--- config.mk ---
export PLATFORM = sky130hd
export DESIGN_NAME = shell_word_splitter_core
export DESIGN_NICKNAME = d
export VERILOG_FILES = /design/src/sws_pkg.sv /design/src/shell_word_splitter_core.sv
export VERILOG_INCLUDE_DIRS = /design/src /design/src/src
export SDC_FILE = /design/constraint.sdc
export NUM_CORES = 1
export LEC_CHECK = 0
export ABC_AREA = 1
export BUFFER_PORTS_ARGS = -buffer_cell sky130_fd_sc_hd__buf_4
export CAP_MARGIN = 20
export CORE_AREA = 5 5 131 133
export CTS_CLUSTER_SIZE = 20
export DETAILED_ROUTE_END_ITERATION = 10
export DIE_AREA = 0 0 136 138
export GPL_ROUTABILITY_DRIVEN = 0
export PLACE_DENSITY = 0.84
export SYNTH_ARGS = -nofsm -noshare
export SYNTH_HDL_FRONTEND = slang
export SYNTH_SLANG_ARGS = --single-unit
--- constraint.sdc ---
create_clock -name clock -period 7 [get_ports clock]
set_input_delay 1.4 -clock clock [delete_from_list [all_inputs] [get_ports clock]]
set_output_delay 1.4 -clock clock [all_outputs]
set_load 0.01 [all_outputs]
--- src/assert_macros.svh ---
// assertion macros used by the splitter core
`ifndef ASSERT_MACROS_SVH
`define ASSERT_MACROS_SVH
`ifndef SYNTHESIS
`define ASSERT_ALWAYS(lbl, clk, rst, expr, msg) \
   lbl: assert property (@(posedge clk) disable iff (rst) (expr)) else $error(msg);
`define ASSERT_IMPLIES(lbl, clk, rst, ante, cons, msg) \
   lbl: assert property (@(posedge clk) disable iff (rst) (ante) |-> (cons)) else $error(msg);
`else
`define ASSERT_ALWAYS(lbl, clk, rst, expr, msg)
`define ASSERT_IMPLIES(lbl, clk, rst, ante, cons, msg)
`endif
`endif

--- src/sws_pkg.sv ---
// types, codes and helpers of the shell word splitter
package sws_pkg;

   // lexer modes
   localparam logic [2:0] MODE_GAP = 3'd0;
   localparam logic [2:0] MODE_UNQ = 3'd1;
   localparam logic [2:0] MODE_SQ  = 3'd2;
   localparam logic [2:0] MODE_DQ  = 3'd3;
   localparam logic [2:0] MODE_ESC = 3'd4;
   localparam logic [2:0] MODE_HEX = 3'd5;
   localparam logic [2:0] MODE_OCT = 3'd6;

   // result kinds
   localparam logic [1:0] KIND_DATA  = 2'd0;
   localparam logic [1:0] KIND_WEND  = 2'd1;
   localparam logic [1:0] KIND_DONE  = 2'd2;
   localparam logic [1:0] KIND_ERROR = 2'd3;

   // error codes
   localparam logic [2:0] ERR_OPEN_DQ   = 3'd0;
   localparam logic [2:0] ERR_OPEN_SQ   = 3'd1;
   localparam logic [2:0] ERR_RANGE     = 3'd2;
   localparam logic [2:0] ERR_TOO_MANY  = 3'd3;
   localparam logic [2:0] ERR_NO_SLOTS  = 3'd4;

   // configuration
   localparam int          CSR_ADDR_WIDTH  = 3;
   localparam int          CSR_DATA_WIDTH  = 32;
   localparam logic        REG_ARG_SLOTS   = 1'b0;
   localparam logic [7:0]  ARG_SLOTS_RESET = 8'd16;

   // result queue
   localparam int RES_PER_REQ = 3;
   localparam int QUEUE_DEPTH = 4;

   // characters
   localparam logic [7:0] CH_SPACE  = 8'h20;
   localparam logic [7:0] CH_TAB    = 8'h09;
   localparam logic [7:0] CH_LF     = 8'h0a;
   localparam logic [7:0] CH_VT     = 8'h0b;
   localparam logic [7:0] CH_FF     = 8'h0c;
   localparam logic [7:0] CH_CR     = 8'h0d;
   localparam logic [7:0] CH_SQUOTE = 8'h27;
   localparam logic [7:0] CH_DQUOTE = 8'h22;
   localparam logic [7:0] CH_BSLASH = 8'h5c;
   localparam logic [7:0] CH_LOW_F  = 8'h66;
   localparam logic [7:0] CH_LOW_N  = 8'h6e;
   localparam logic [7:0] CH_LOW_R  = 8'h72;
   localparam logic [7:0] CH_LOW_T  = 8'h74;
   localparam logic [7:0] CH_LOW_V  = 8'h76;
   localparam logic [7:0] CH_LOW_X  = 8'h78;
   localparam logic [7:0] CH_LOW_O  = 8'h6f;

   typedef struct packed {
      logic [1:0] kind;
      logic [7:0] data_byte;
      logic [7:0] word_number;
      logic [2:0] error_code;
      logic       last;
   } result_type;

   function automatic result_type make_result(logic [1:0] kind, logic [7:0] data_byte,
                                              logic [7:0] word_number,
                                              logic [2:0] error_code);
      result_type r;
      r.kind        = kind;
      r.data_byte   = data_byte;
      r.word_number = word_number;
      r.error_code  = error_code;
      r.last        = 1'b0;
      return r;
   endfunction

   function automatic logic is_space(logic [7:0] c);
      return (c == CH_SPACE) || (c == CH_TAB) || (c == CH_VT) || (c == CH_FF) ||
             (c == CH_CR) || (c == CH_LF);
   endfunction

   // {valid, value}
   function automatic logic [4:0] hex_digit(logic [7:0] c);
      logic [4:0] r;
      r = 5'd0;
      if (c >= 8'h30 && c <= 8'h39) r = {1'b1, 4'(c - 8'h30)};
      else if (c >= 8'h61 && c <= 8'h66) r = {1'b1, 4'(c - 8'h57)};
      else if (c >= 8'h41 && c <= 8'h46) r = {1'b1, 4'(c - 8'h37)};
      return r;
   endfunction

   function automatic logic [3:0] oct_digit(logic [7:0] c);
      logic [3:0] r;
      r = 4'd0;
      if (c >= 8'h30 && c <= 8'h37) r = {1'b1, 3'(c - 8'h30)};
      return r;
   endfunction

endpackage

--- src/shell_word_splitter_core.sv ---
// shell word splitter: byte-serial sh-style tokenizer with c escape decoding
//
// Requests carry one command byte (req_ch) or an end-of-string mark
// (req_is_end). Each request yields zero to three results on the rsp_
// channel: decoded data bytes, word ends, a done mark with the word count,
// or an error; rsp_last marks the final result of a request.
// The lexer state is updated in the cycle a request is taken and its results
// are written into a four-entry result queue, which presents them in order on
// the rsp_ channel. One request per cycle is taken while requests give at most
// one result each and the receiver does not stall; a request giving several
// results holds the output until each is taken. A request is taken whenever
// at most one result still waits in the queue, so the queue always has room
// for three more. When the receiver stalls the queue fills and req_stall
// rises; nothing is lost. Reset clears the lexer, empties the queue and sets
// arg_slots to 16. The user must write arg_slots through the apb port at byte
// address 0 only while the block is idle; the block does not enforce this.
`include "assert_macros.svh"

module shell_word_splitter_core (
   input  logic                                 clock,
   input  logic                                 reset,
   // request channel
   input  logic                                 req_valid,
   output logic                                 req_stall,
   input  logic [7:0]                           req_ch,
   input  logic                                 req_is_end,
   // result channel
   output logic                                 rsp_valid,
   input  logic                                 rsp_stall,
   output logic [1:0]                           rsp_kind,
   output logic [7:0]                           rsp_data_byte,
   output logic [7:0]                           rsp_word_number,
   output logic [2:0]                           rsp_error_code,
   output logic                                 rsp_last,
   // configuration
   input  logic                                 psel,
   input  logic                                 penable,
   input  logic                                 pwrite,
   input  logic [sws_pkg::CSR_ADDR_WIDTH-1:0]   paddr,
   input  logic [sws_pkg::CSR_DATA_WIDTH-1:0]   pwdata,
   output logic [sws_pkg::CSR_DATA_WIDTH-1:0]   prdata,
   output logic                                 pready
);

   localparam int PTR_WIDTH = $clog2(sws_pkg::QUEUE_DEPTH);
   localparam int CNT_WIDTH = $clog2(sws_pkg::QUEUE_DEPTH + 1);

   logic [7:0]            arg_slots_ff;
   logic [2:0]            lex_mode_ff, lex_mode_in;
   logic                  in_double_ctx_ff, in_double_ctx_in;
   logic [7:0]            escape_value_ff, escape_value_in;
   logic                  gap_pending_ff, gap_pending_in;
   logic [7:0]            word_count_ff, word_count_in;

   sws_pkg::result_type   queue_ff [sws_pkg::QUEUE_DEPTH];
   logic [PTR_WIDTH-1:0]  head_ff;
   logic [CNT_WIDTH-1:0]  count_ff;

   sws_pkg::result_type   res      [sws_pkg::RES_PER_REQ];
   logic [1:0]            res_n;
   logic                  proceed;
   logic [4:0]            hex_d;
   logic [3:0]            oct_d;
   logic [11:0]           acc;

   logic                  req_take;
   logic                  rsp_take;
   logic [PTR_WIDTH-1:0]  tail;
   logic                  csr_write;

   // ---------------------------------------------------------------
   // configuration port
   assign pready    = 1'b1;
   assign csr_write = psel && penable && pwrite && pready;
   assign prdata    = (paddr[2] == sws_pkg::REG_ARG_SLOTS) ?
                      {{(sws_pkg::CSR_DATA_WIDTH-8){1'b0}}, arg_slots_ff} : '0;

   always_ff @(posedge clock) begin
      if (reset) begin
         arg_slots_ff <= sws_pkg::ARG_SLOTS_RESET;
      end else if (csr_write && paddr[2] == sws_pkg::REG_ARG_SLOTS) begin
         arg_slots_ff <= pwdata[7:0];
      end
   end

   // ---------------------------------------------------------------
   // handshake
   assign req_stall = (count_ff > CNT_WIDTH'(1));
   assign req_take  = req_valid && !req_stall;
   assign rsp_valid = (count_ff != '0);
   assign rsp_take  = rsp_valid && !rsp_stall;
   assign tail      = head_ff + count_ff[PTR_WIDTH-1:0];

   // ---------------------------------------------------------------
   // lexer step
   always_comb begin
      lex_mode_in      = lex_mode_ff;
      in_double_ctx_in = in_double_ctx_ff;
      escape_value_in  = escape_value_ff;
      gap_pending_in   = gap_pending_ff;
      word_count_in    = word_count_ff;
      res_n            = 2'd0;
      proceed          = 1'b0;
      hex_d            = sws_pkg::hex_digit(req_ch);
      oct_d            = sws_pkg::oct_digit(req_ch);
      acc              = '0;
      for (int i = 0; i < sws_pkg::RES_PER_REQ; i++) begin
         res[i] = sws_pkg::make_result(sws_pkg::KIND_DATA, 8'd0, 8'd0, 3'd0);
      end

      if (gap_pending_ff) begin
         if (req_is_end) begin
            lex_mode_in      = sws_pkg::MODE_GAP;
            in_double_ctx_in = 1'b0;
            escape_value_in  = 8'd0;
            gap_pending_in   = 1'b0;
            word_count_in    = 8'd0;
         end
      end else if (arg_slots_ff == 8'd0) begin
         res[res_n] = sws_pkg::make_result(sws_pkg::KIND_ERROR, 8'd0, 8'd0,
                                           sws_pkg::ERR_NO_SLOTS);
         res_n            = res_n + 2'd1;
         lex_mode_in      = sws_pkg::MODE_GAP;
         in_double_ctx_in = 1'b0;
         escape_value_in  = 8'd0;
         word_count_in    = 8'd0;
         gap_pending_in   = !req_is_end;
      end else if (req_is_end) begin
         // flush a pending escape first
         if (lex_mode_in == sws_pkg::MODE_HEX || lex_mode_in == sws_pkg::MODE_OCT) begin
            res[res_n] = sws_pkg::make_result(sws_pkg::KIND_DATA, escape_value_ff, 8'd0,
                                              3'd0);
            res_n       = res_n + 2'd1;
            lex_mode_in = in_double_ctx_ff ? sws_pkg::MODE_DQ : sws_pkg::MODE_UNQ;
         end else if (lex_mode_in == sws_pkg::MODE_ESC) begin
            res[res_n] = sws_pkg::make_result(sws_pkg::KIND_DATA, 8'd0, 8'd0, 3'd0);
            res_n       = res_n + 2'd1;
            lex_mode_in = in_double_ctx_ff ? sws_pkg::MODE_DQ : sws_pkg::MODE_UNQ;
         end
         if (lex_mode_in == sws_pkg::MODE_SQ) begin
            res[res_n] = sws_pkg::make_result(sws_pkg::KIND_ERROR, 8'd0, 8'd0,
                                              sws_pkg::ERR_OPEN_SQ);
            res_n = res_n + 2'd1;
         end else if (lex_mode_in == sws_pkg::MODE_DQ) begin
            res[res_n] = sws_pkg::make_result(sws_pkg::KIND_ERROR, 8'd0, 8'd0,
                                              sws_pkg::ERR_OPEN_DQ);
            res_n = res_n + 2'd1;
         end else begin
            if (lex_mode_in == sws_pkg::MODE_UNQ) begin
               res[res_n] = sws_pkg::make_result(sws_pkg::KIND_WEND, 8'd0,
                                                 word_count_ff - 8'd1, 3'd0);
               res_n = res_n + 2'd1;
            end
            if (word_count_ff >= arg_slots_ff) begin
               res[res_n] = sws_pkg::make_result(sws_pkg::KIND_ERROR, 8'd0, 8'd0,
                                                 sws_pkg::ERR_TOO_MANY);
            end else begin
               res[res_n] = sws_pkg::make_result(sws_pkg::KIND_DONE, 8'd0,
                                                 word_count_ff, 3'd0);
            end
            res_n = res_n + 2'd1;
         end
         // the string always ends with a clean lexer
         lex_mode_in      = sws_pkg::MODE_GAP;
         in_double_ctx_in = 1'b0;
         escape_value_in  = 8'd0;
         gap_pending_in   = 1'b0;
         word_count_in    = 8'd0;
      end else begin
         // first pass: gap and escape digits, which may hand the byte on
         unique case (lex_mode_in) inside
            sws_pkg::MODE_HEX, sws_pkg::MODE_OCT: begin
               if (lex_mode_in == sws_pkg::MODE_HEX && hex_d[4]) begin
                  acc = {escape_value_ff, 4'd0} + {8'd0, hex_d[3:0]};
               end else if (lex_mode_in == sws_pkg::MODE_OCT && oct_d[3]) begin
                  acc = {1'b0, escape_value_ff, 3'd0} + {9'd0, oct_d[2:0]};
               end
               if ((lex_mode_in == sws_pkg::MODE_HEX && hex_d[4]) ||
                   (lex_mode_in == sws_pkg::MODE_OCT && oct_d[3])) begin
                  if (acc[11:8] != 4'd0) begin
                     res[res_n] = sws_pkg::make_result(sws_pkg::KIND_ERROR, 8'd0, 8'd0,
                                                       sws_pkg::ERR_RANGE);
                     res_n            = res_n + 2'd1;
                     lex_mode_in      = sws_pkg::MODE_GAP;
                     in_double_ctx_in = 1'b0;
                     escape_value_in  = 8'd0;
                     word_count_in    = 8'd0;
                     gap_pending_in   = 1'b1;
                  end else begin
                     escape_value_in = acc[7:0];
                  end
               end else begin
                  res[res_n] = sws_pkg::make_result(sws_pkg::KIND_DATA, escape_value_ff,
                                                    8'd0, 3'd0);
                  res_n       = res_n + 2'd1;
                  lex_mode_in = in_double_ctx_ff ? sws_pkg::MODE_DQ : sws_pkg::MODE_UNQ;
                  proceed     = 1'b1;
               end
            end
            sws_pkg::MODE_UNQ, sws_pkg::MODE_SQ, sws_pkg::MODE_DQ, sws_pkg::MODE_ESC: begin
               proceed = 1'b1;
            end
            default: begin
               // gap, and the unused code
               lex_mode_in = sws_pkg::MODE_GAP;
               if (!sws_pkg::is_space(req_ch)) begin
                  if (word_count_ff >= arg_slots_ff) begin
                     res[res_n] = sws_pkg::make_result(sws_pkg::KIND_ERROR, 8'd0, 8'd0,
                                                       sws_pkg::ERR_TOO_MANY);
                     res_n            = res_n + 2'd1;
                     in_double_ctx_in = 1'b0;
                     escape_value_in  = 8'd0;
                     word_count_in    = 8'd0;
                     gap_pending_in   = 1'b1;
                  end else begin
                     word_count_in = word_count_ff + 8'd1;
                     lex_mode_in   = sws_pkg::MODE_UNQ;
                     proceed       = 1'b1;
                  end
               end
            end
         endcase

         // second pass: the byte in text, quote or escape context
         if (proceed) begin
            unique case (lex_mode_in)
               sws_pkg::MODE_UNQ: begin
                  if (sws_pkg::is_space(req_ch)) begin
                     res[res_n] = sws_pkg::make_result(sws_pkg::KIND_WEND, 8'd0,
                                                       word_count_in - 8'd1, 3'd0);
                     res_n       = res_n + 2'd1;
                     lex_mode_in = sws_pkg::MODE_GAP;
                  end else if (req_ch == sws_pkg::CH_SQUOTE) begin
                     lex_mode_in = sws_pkg::MODE_SQ;
                  end else if (req_ch == sws_pkg::CH_DQUOTE) begin
                     lex_mode_in = sws_pkg::MODE_DQ;
                  end else if (req_ch == sws_pkg::CH_BSLASH) begin
                     in_double_ctx_in = 1'b0;
                     lex_mode_in      = sws_pkg::MODE_ESC;
                  end else begin
                     res[res_n] = sws_pkg::make_result(sws_pkg::KIND_DATA, req_ch, 8'd0,
                                                       3'd0);
                     res_n = res_n + 2'd1;
                  end
               end
               sws_pkg::MODE_SQ: begin
                  if (req_ch == sws_pkg::CH_SQUOTE) begin
                     lex_mode_in = sws_pkg::MODE_UNQ;
                  end else begin
                     res[res_n] = sws_pkg::make_result(sws_pkg::KIND_DATA, req_ch, 8'd0,
                                                       3'd0);
                     res_n = res_n + 2'd1;
                  end
               end
               sws_pkg::MODE_DQ: begin
                  if (req_ch == sws_pkg::CH_DQUOTE) begin
                     lex_mode_in = sws_pkg::MODE_UNQ;
                  end else if (req_ch == sws_pkg::CH_BSLASH) begin
                     in_double_ctx_in = 1'b1;
                     lex_mode_in      = sws_pkg::MODE_ESC;
                  end else begin
                     res[res_n] = sws_pkg::make_result(sws_pkg::KIND_DATA, req_ch, 8'd0,
                                                       3'd0);
                     res_n = res_n + 2'd1;
                  end
               end
               sws_pkg::MODE_ESC: begin
                  lex_mode_in = in_double_ctx_in ? sws_pkg::MODE_DQ : sws_pkg::MODE_UNQ;
                  case (req_ch)
                     sws_pkg::CH_BSLASH, sws_pkg::CH_DQUOTE, sws_pkg::CH_SQUOTE,
                     sws_pkg::CH_SPACE: begin
                        res[res_n] = sws_pkg::make_result(sws_pkg::KIND_DATA, req_ch, 8'd0,
                                                          3'd0);
                        res_n = res_n + 2'd1;
                     end
                     sws_pkg::CH_LOW_F: begin
                        res[res_n] = sws_pkg::make_result(sws_pkg::KIND_DATA, sws_pkg::CH_FF,
                                                          8'd0, 3'd0);
                        res_n = res_n + 2'd1;
                     end
                     sws_pkg::CH_LOW_N: begin
                        res[res_n] = sws_pkg::make_result(sws_pkg::KIND_DATA, sws_pkg::CH_LF,
                                                          8'd0, 3'd0);
                        res_n = res_n + 2'd1;
                     end
                     sws_pkg::CH_LOW_R: begin
                        res[res_n] = sws_pkg::make_result(sws_pkg::KIND_DATA, sws_pkg::CH_CR,
                                                          8'd0, 3'd0);
                        res_n = res_n + 2'd1;
                     end
                     sws_pkg::CH_LOW_T: begin
                        res[res_n] = sws_pkg::make_result(sws_pkg::KIND_DATA, sws_pkg::CH_TAB,
                                                          8'd0, 3'd0);
                        res_n = res_n + 2'd1;
                     end
                     sws_pkg::CH_LOW_V: begin
                        res[res_n] = sws_pkg::make_result(sws_pkg::KIND_DATA, sws_pkg::CH_VT,
                                                          8'd0, 3'd0);
                        res_n = res_n + 2'd1;
                     end
                     sws_pkg::CH_LOW_X: begin
                        escape_value_in = 8'd0;
                        lex_mode_in     = sws_pkg::MODE_HEX;
                     end
                     sws_pkg::CH_LOW_O: begin
                        escape_value_in = 8'd0;
                        lex_mode_in     = sws_pkg::MODE_OCT;
                     end
                     default: begin
                        // unknown escape gives a zero byte
                        res[res_n] = sws_pkg::make_result(sws_pkg::KIND_DATA, 8'd0, 8'd0,
                                                          3'd0);
                        res_n = res_n + 2'd1;
                     end
                  endcase
               end
               default: begin
               end
            endcase
         end
      end

      for (int i = 0; i < sws_pkg::RES_PER_REQ; i++) begin
         res[i].last = (res_n == 2'(i + 1));
      end
   end

   // ---------------------------------------------------------------
   // lexer state
   always_ff @(posedge clock) begin
      if (reset) begin
         lex_mode_ff      <= sws_pkg::MODE_GAP;
         in_double_ctx_ff <= 1'b0;
         escape_value_ff  <= 8'd0;
         gap_pending_ff   <= 1'b0;
         word_count_ff    <= 8'd0;
      end else if (req_take) begin
         lex_mode_ff      <= lex_mode_in;
         in_double_ctx_ff <= in_double_ctx_in;
         escape_value_ff  <= escape_value_in;
         gap_pending_ff   <= gap_pending_in;
         word_count_ff    <= word_count_in;
      end
   end

   // ---------------------------------------------------------------
   // result queue
   always_ff @(posedge clock) begin
      if (reset) begin
         head_ff  <= '0;
         count_ff <= '0;
      end else begin
         head_ff  <= head_ff + PTR_WIDTH'(rsp_take);
         count_ff <= count_ff + (req_take ? CNT_WIDTH'(res_n) : CNT_WIDTH'(0))
                     - CNT_WIDTH'(rsp_take);
      end
   end

   always_ff @(posedge clock) begin
      if (req_take) begin
         for (int i = 0; i < sws_pkg::RES_PER_REQ; i++) begin
            if (2'(i) < res_n) begin
               queue_ff[tail + PTR_WIDTH'(i)] <= res[i];
            end
         end
      end
   end

   assign rsp_kind        = queue_ff[head_ff].kind;
   assign rsp_data_byte   = queue_ff[head_ff].data_byte;
   assign rsp_word_number = queue_ff[head_ff].word_number;
   assign rsp_error_code  = queue_ff[head_ff].error_code;
   assign rsp_last        = queue_ff[head_ff].last;

   // ---------------------------------------------------------------
   // assertions
   `ASSERT_ALWAYS(a_queue_bound, clock, reset,
                  count_ff <= CNT_WIDTH'(sws_pkg::QUEUE_DEPTH), "result queue overflow")
   `ASSERT_IMPLIES(a_error_last, clock, reset,
                   rsp_valid && rsp_kind == sws_pkg::KIND_ERROR, rsp_last,
                   "error result not last of its request")
   `ASSERT_IMPLIES(a_done_last, clock, reset,
                   rsp_valid && rsp_kind == sws_pkg::KIND_DONE, rsp_last,
                   "done result not last of its request")
   `ASSERT_IMPLIES(a_discard_clean, clock, reset, gap_pending_ff,
                   lex_mode_ff == sws_pkg::MODE_GAP && word_count_ff == 8'd0,
                   "lexer not cleared while discarding")

endmodule
==> results.md <==
* Post-synthesis cell count at ~1500
* Crit Path Class: input pin to flop
* Register area share after synthesis at 33.1%
* First-pass GRT wire length at 48.4 mm
* Hold Violations, Final at 0
* Detailed-router iteration count before antenna repair at 11
* Routed WL per cell at around 17 um
* Final period utilization at 82.8%
* Status: complete, but fails checks
* Endpoints failing setup at 0
* Total number of H-tree levels at 4
* # port buffers at 56
* Fin util at 70.1%
* Syn Area/Cell at 6.61 um2
* Post-synthesis adder-cell area fraction at 3.44%
* Transition time of the tightest slew-check pin at 907 ps
* Worst-skew pair later-pin latency at roughly 430 ps
* DRC errors left at 2
* CTS Hold Bufs at 0
* Vias in the first global route at roughly 9700
* R2r worst-path depth at 22
* Core area at 15700 um2
* Violated checks: design-rule violations
* Mux share of post-synthesis cell area at 0%
* Critical Path RT at between 7000 and 8000 ps
* Clk buf depth at 2
* Most common cell after layout, fill and taps aside: nand2_1
* Max Clk Rate at 172 MHz
* Clock transition at the registers of the reported paths at 60 ps
* Cell variety after synth at 53
* Post-CTS setup buffers at 0
* Slew headroom at 39.0%
* Max Slew Vio Count at 0
* Number of flops mapped to enable cells by yosys at 88
* IO Pins at 108
* Total CTS buffers at 17
* Cell area after layout at about 11000 um2
* Antenna cells at 0
* Largest net degree at the start of global routing at 48
* Die Footprint at 18800 um2
* Max-cap violations at 0
* Initial antenna violation count at 0
* CTS tree: built
* Horiz. Die Dim at 136 um
* Sum Neg Setup Slack at 0 ps
* Row count at 46
* Worst IR drop on VDD at about 210 uV
* Synthesis warning total at 0
* Share of cells above drive strength 1 at 9.69%
* Drt total wl at 29.7 mm
* CP Max Fanout at 22
* Worst min-delay path category: flop to flop
* Register-to-register setup slack at 1640 ps
* Post-CTS sizing at 0
* Cell Area, Synth at 10000 um2
* Pwr dens at 280 nW/um2
* Xor and xnor area share after synthesis at around 1.6%
* Hold depth at 2
* Post-synth ARST share at 0%
* Via count at 10700
* Worst clock skew at around 8.4 ps
* Starting density of the core at 63.8%
* Placed cell area at 10500 um2
* CTS root buf: clkbuf_16
* Critical path data arrival time at 6110 ps
* Combinational family with the most area after synthesis: simple AND/OR/NAND/NOR gates
* Vias/cell at roughly 6.0
* Grt ovf at 0
* Top_reg_cell synth: edfxtp_1
* 1st-iter DRT viols at around 2000
* Simple-gate share of the synthesized area at 35.6%
* # nets final at 1624
* Most frequent cells in the layout: 412 x nand2_1, 203 x nor2_1, 153 x inv_1, 120 x nand3_1, 109 x o21ai_0
* All-layer global routing usage at between 30% and 40%
* Final ANT Viol Nets at 0
* Post-route minimum period at slightly below 6000 ps
* Compound-Gate Fraction of Synth Area at 15.3%
* Die Y at 138 um
* Clock Sink Count at 122
* Post-DP HPWL at just over 20 mm
* Critical path launch point type: input pin
* FF+latch count, synth at 122
* RSZ-0062 raised after global routing: no
* Critical Path Sink Type: flop
* Area growth, synth to finish at 9.85%
* Leak at between 5 and 6 nW
-- power by group --
| part | switching, mW | internal [mW] |
|---|---|---|
| Clock | 0.356 | 0.489 |
| Combinational | 0.800 | 0.396 |
| Sequential | 0.0484 | 0.994 |
-- logic make-up (layout without fill, tap and decap cells) --
kind of cell	count (synthesis)	in the layout
AOI/OAI and AO/OA	272	272
xor gates and xnor gates	18	18
adders and majority gates	27	27
buffers and inverters	255	273
DFF	122	122
other	2	25
and+or+nand+nor	822	822
-- worst max-delay path, cell delays in order --
cell and delay (ps):
buf_4 130, inv_1 190, ha_1 300, o21ai_1 100, nand2_1 70, nand3_1 130
nand3_2 140, nand2_4 90, nand2_2 380, nand3_2 200, nand2_1 310, nand2_2 260
ha_1 370, nor2_1 50, a31oi_1 160, nand2_1 70, nand4_1 120, nand2_1 90
nand2_2 270, nand2_1 140, ha_1 310, inv_1 40, ha_1 180, fa_1 380
o21ai_0 160, a21oi_1 50
-- metrics by stage --
step,cells,power (mW),setup slack (ps),hold slack (ps)
6_report,1775,3.08,1200,483
3_5_place_dp,1743,2.23,897,478
2_1_floorplan,1541,1.84,1930,459
4_1_cts,1775,3.06,1330,487
5_1_grt,1775,3.26,861,517
3_3_place_gp,1742,2.19,976,472
-- sequential cells by signal, summed over array words and instances, names as in the netlist --
register and count:
queue_ff 88, gap_pending_ff 1, word_count_ff 8, head_ff 2, count_ff 3, arg_slots_ff 8, lex_mode_ff 3, in_double_ctx_ff 1
escape_value_ff 8
-- area by class of cell --
class / instances / area, um2
clock buffer: 18 / 429
clock inverter: 14 / 125
fill: 1302 / 4690
tap: 216 / 270
sequential: 122 / 3320
multi-input combinational: 1164 / 5700
timing repair buffer: 72 / 538
inverter: 169 / 637
-- final timing paths --
| check | start | to |
|---|---|---|
| worst min register to register | escape_value_ff[2] | escape_value_ff[2] |
| worst min-delay path | escape_value_ff[2] | escape_value_ff[2] |
| worst max-delay path | req_ch[0] | count_ff[2] |
| worst max register to register | word_count_ff[0] | queue_ff[2][2] |
-- cells in the mapped netlist, drive strengths merged (19+ instances only) --
library cell | count | area [um2]
a21oi | 84 | 443
ha | 26 | 325
o22ai | 33 | 206
o21ai | 115 | 576
o211ai | 19 | 143
edfxtp | 88 | 2640
inv | 167 | 629
nor2 | 215 | 898
nand2 | 423 | 1640
nor3 | 25 | 125
dfxtp | 34 | 681
nand3 | 125 | 666
clkbuf | 45 | 169
buf | 41 | 292
-- per-layer routing --
layer / routed length [um] / global-route usage [%]
met2: 13600 / 49.3
met4: 1180 / 13.6
met5: 0 / 0
met1: 11500 / 42.2
met3: 3440 / 6.93
Power figures use the tool's default switching activity.
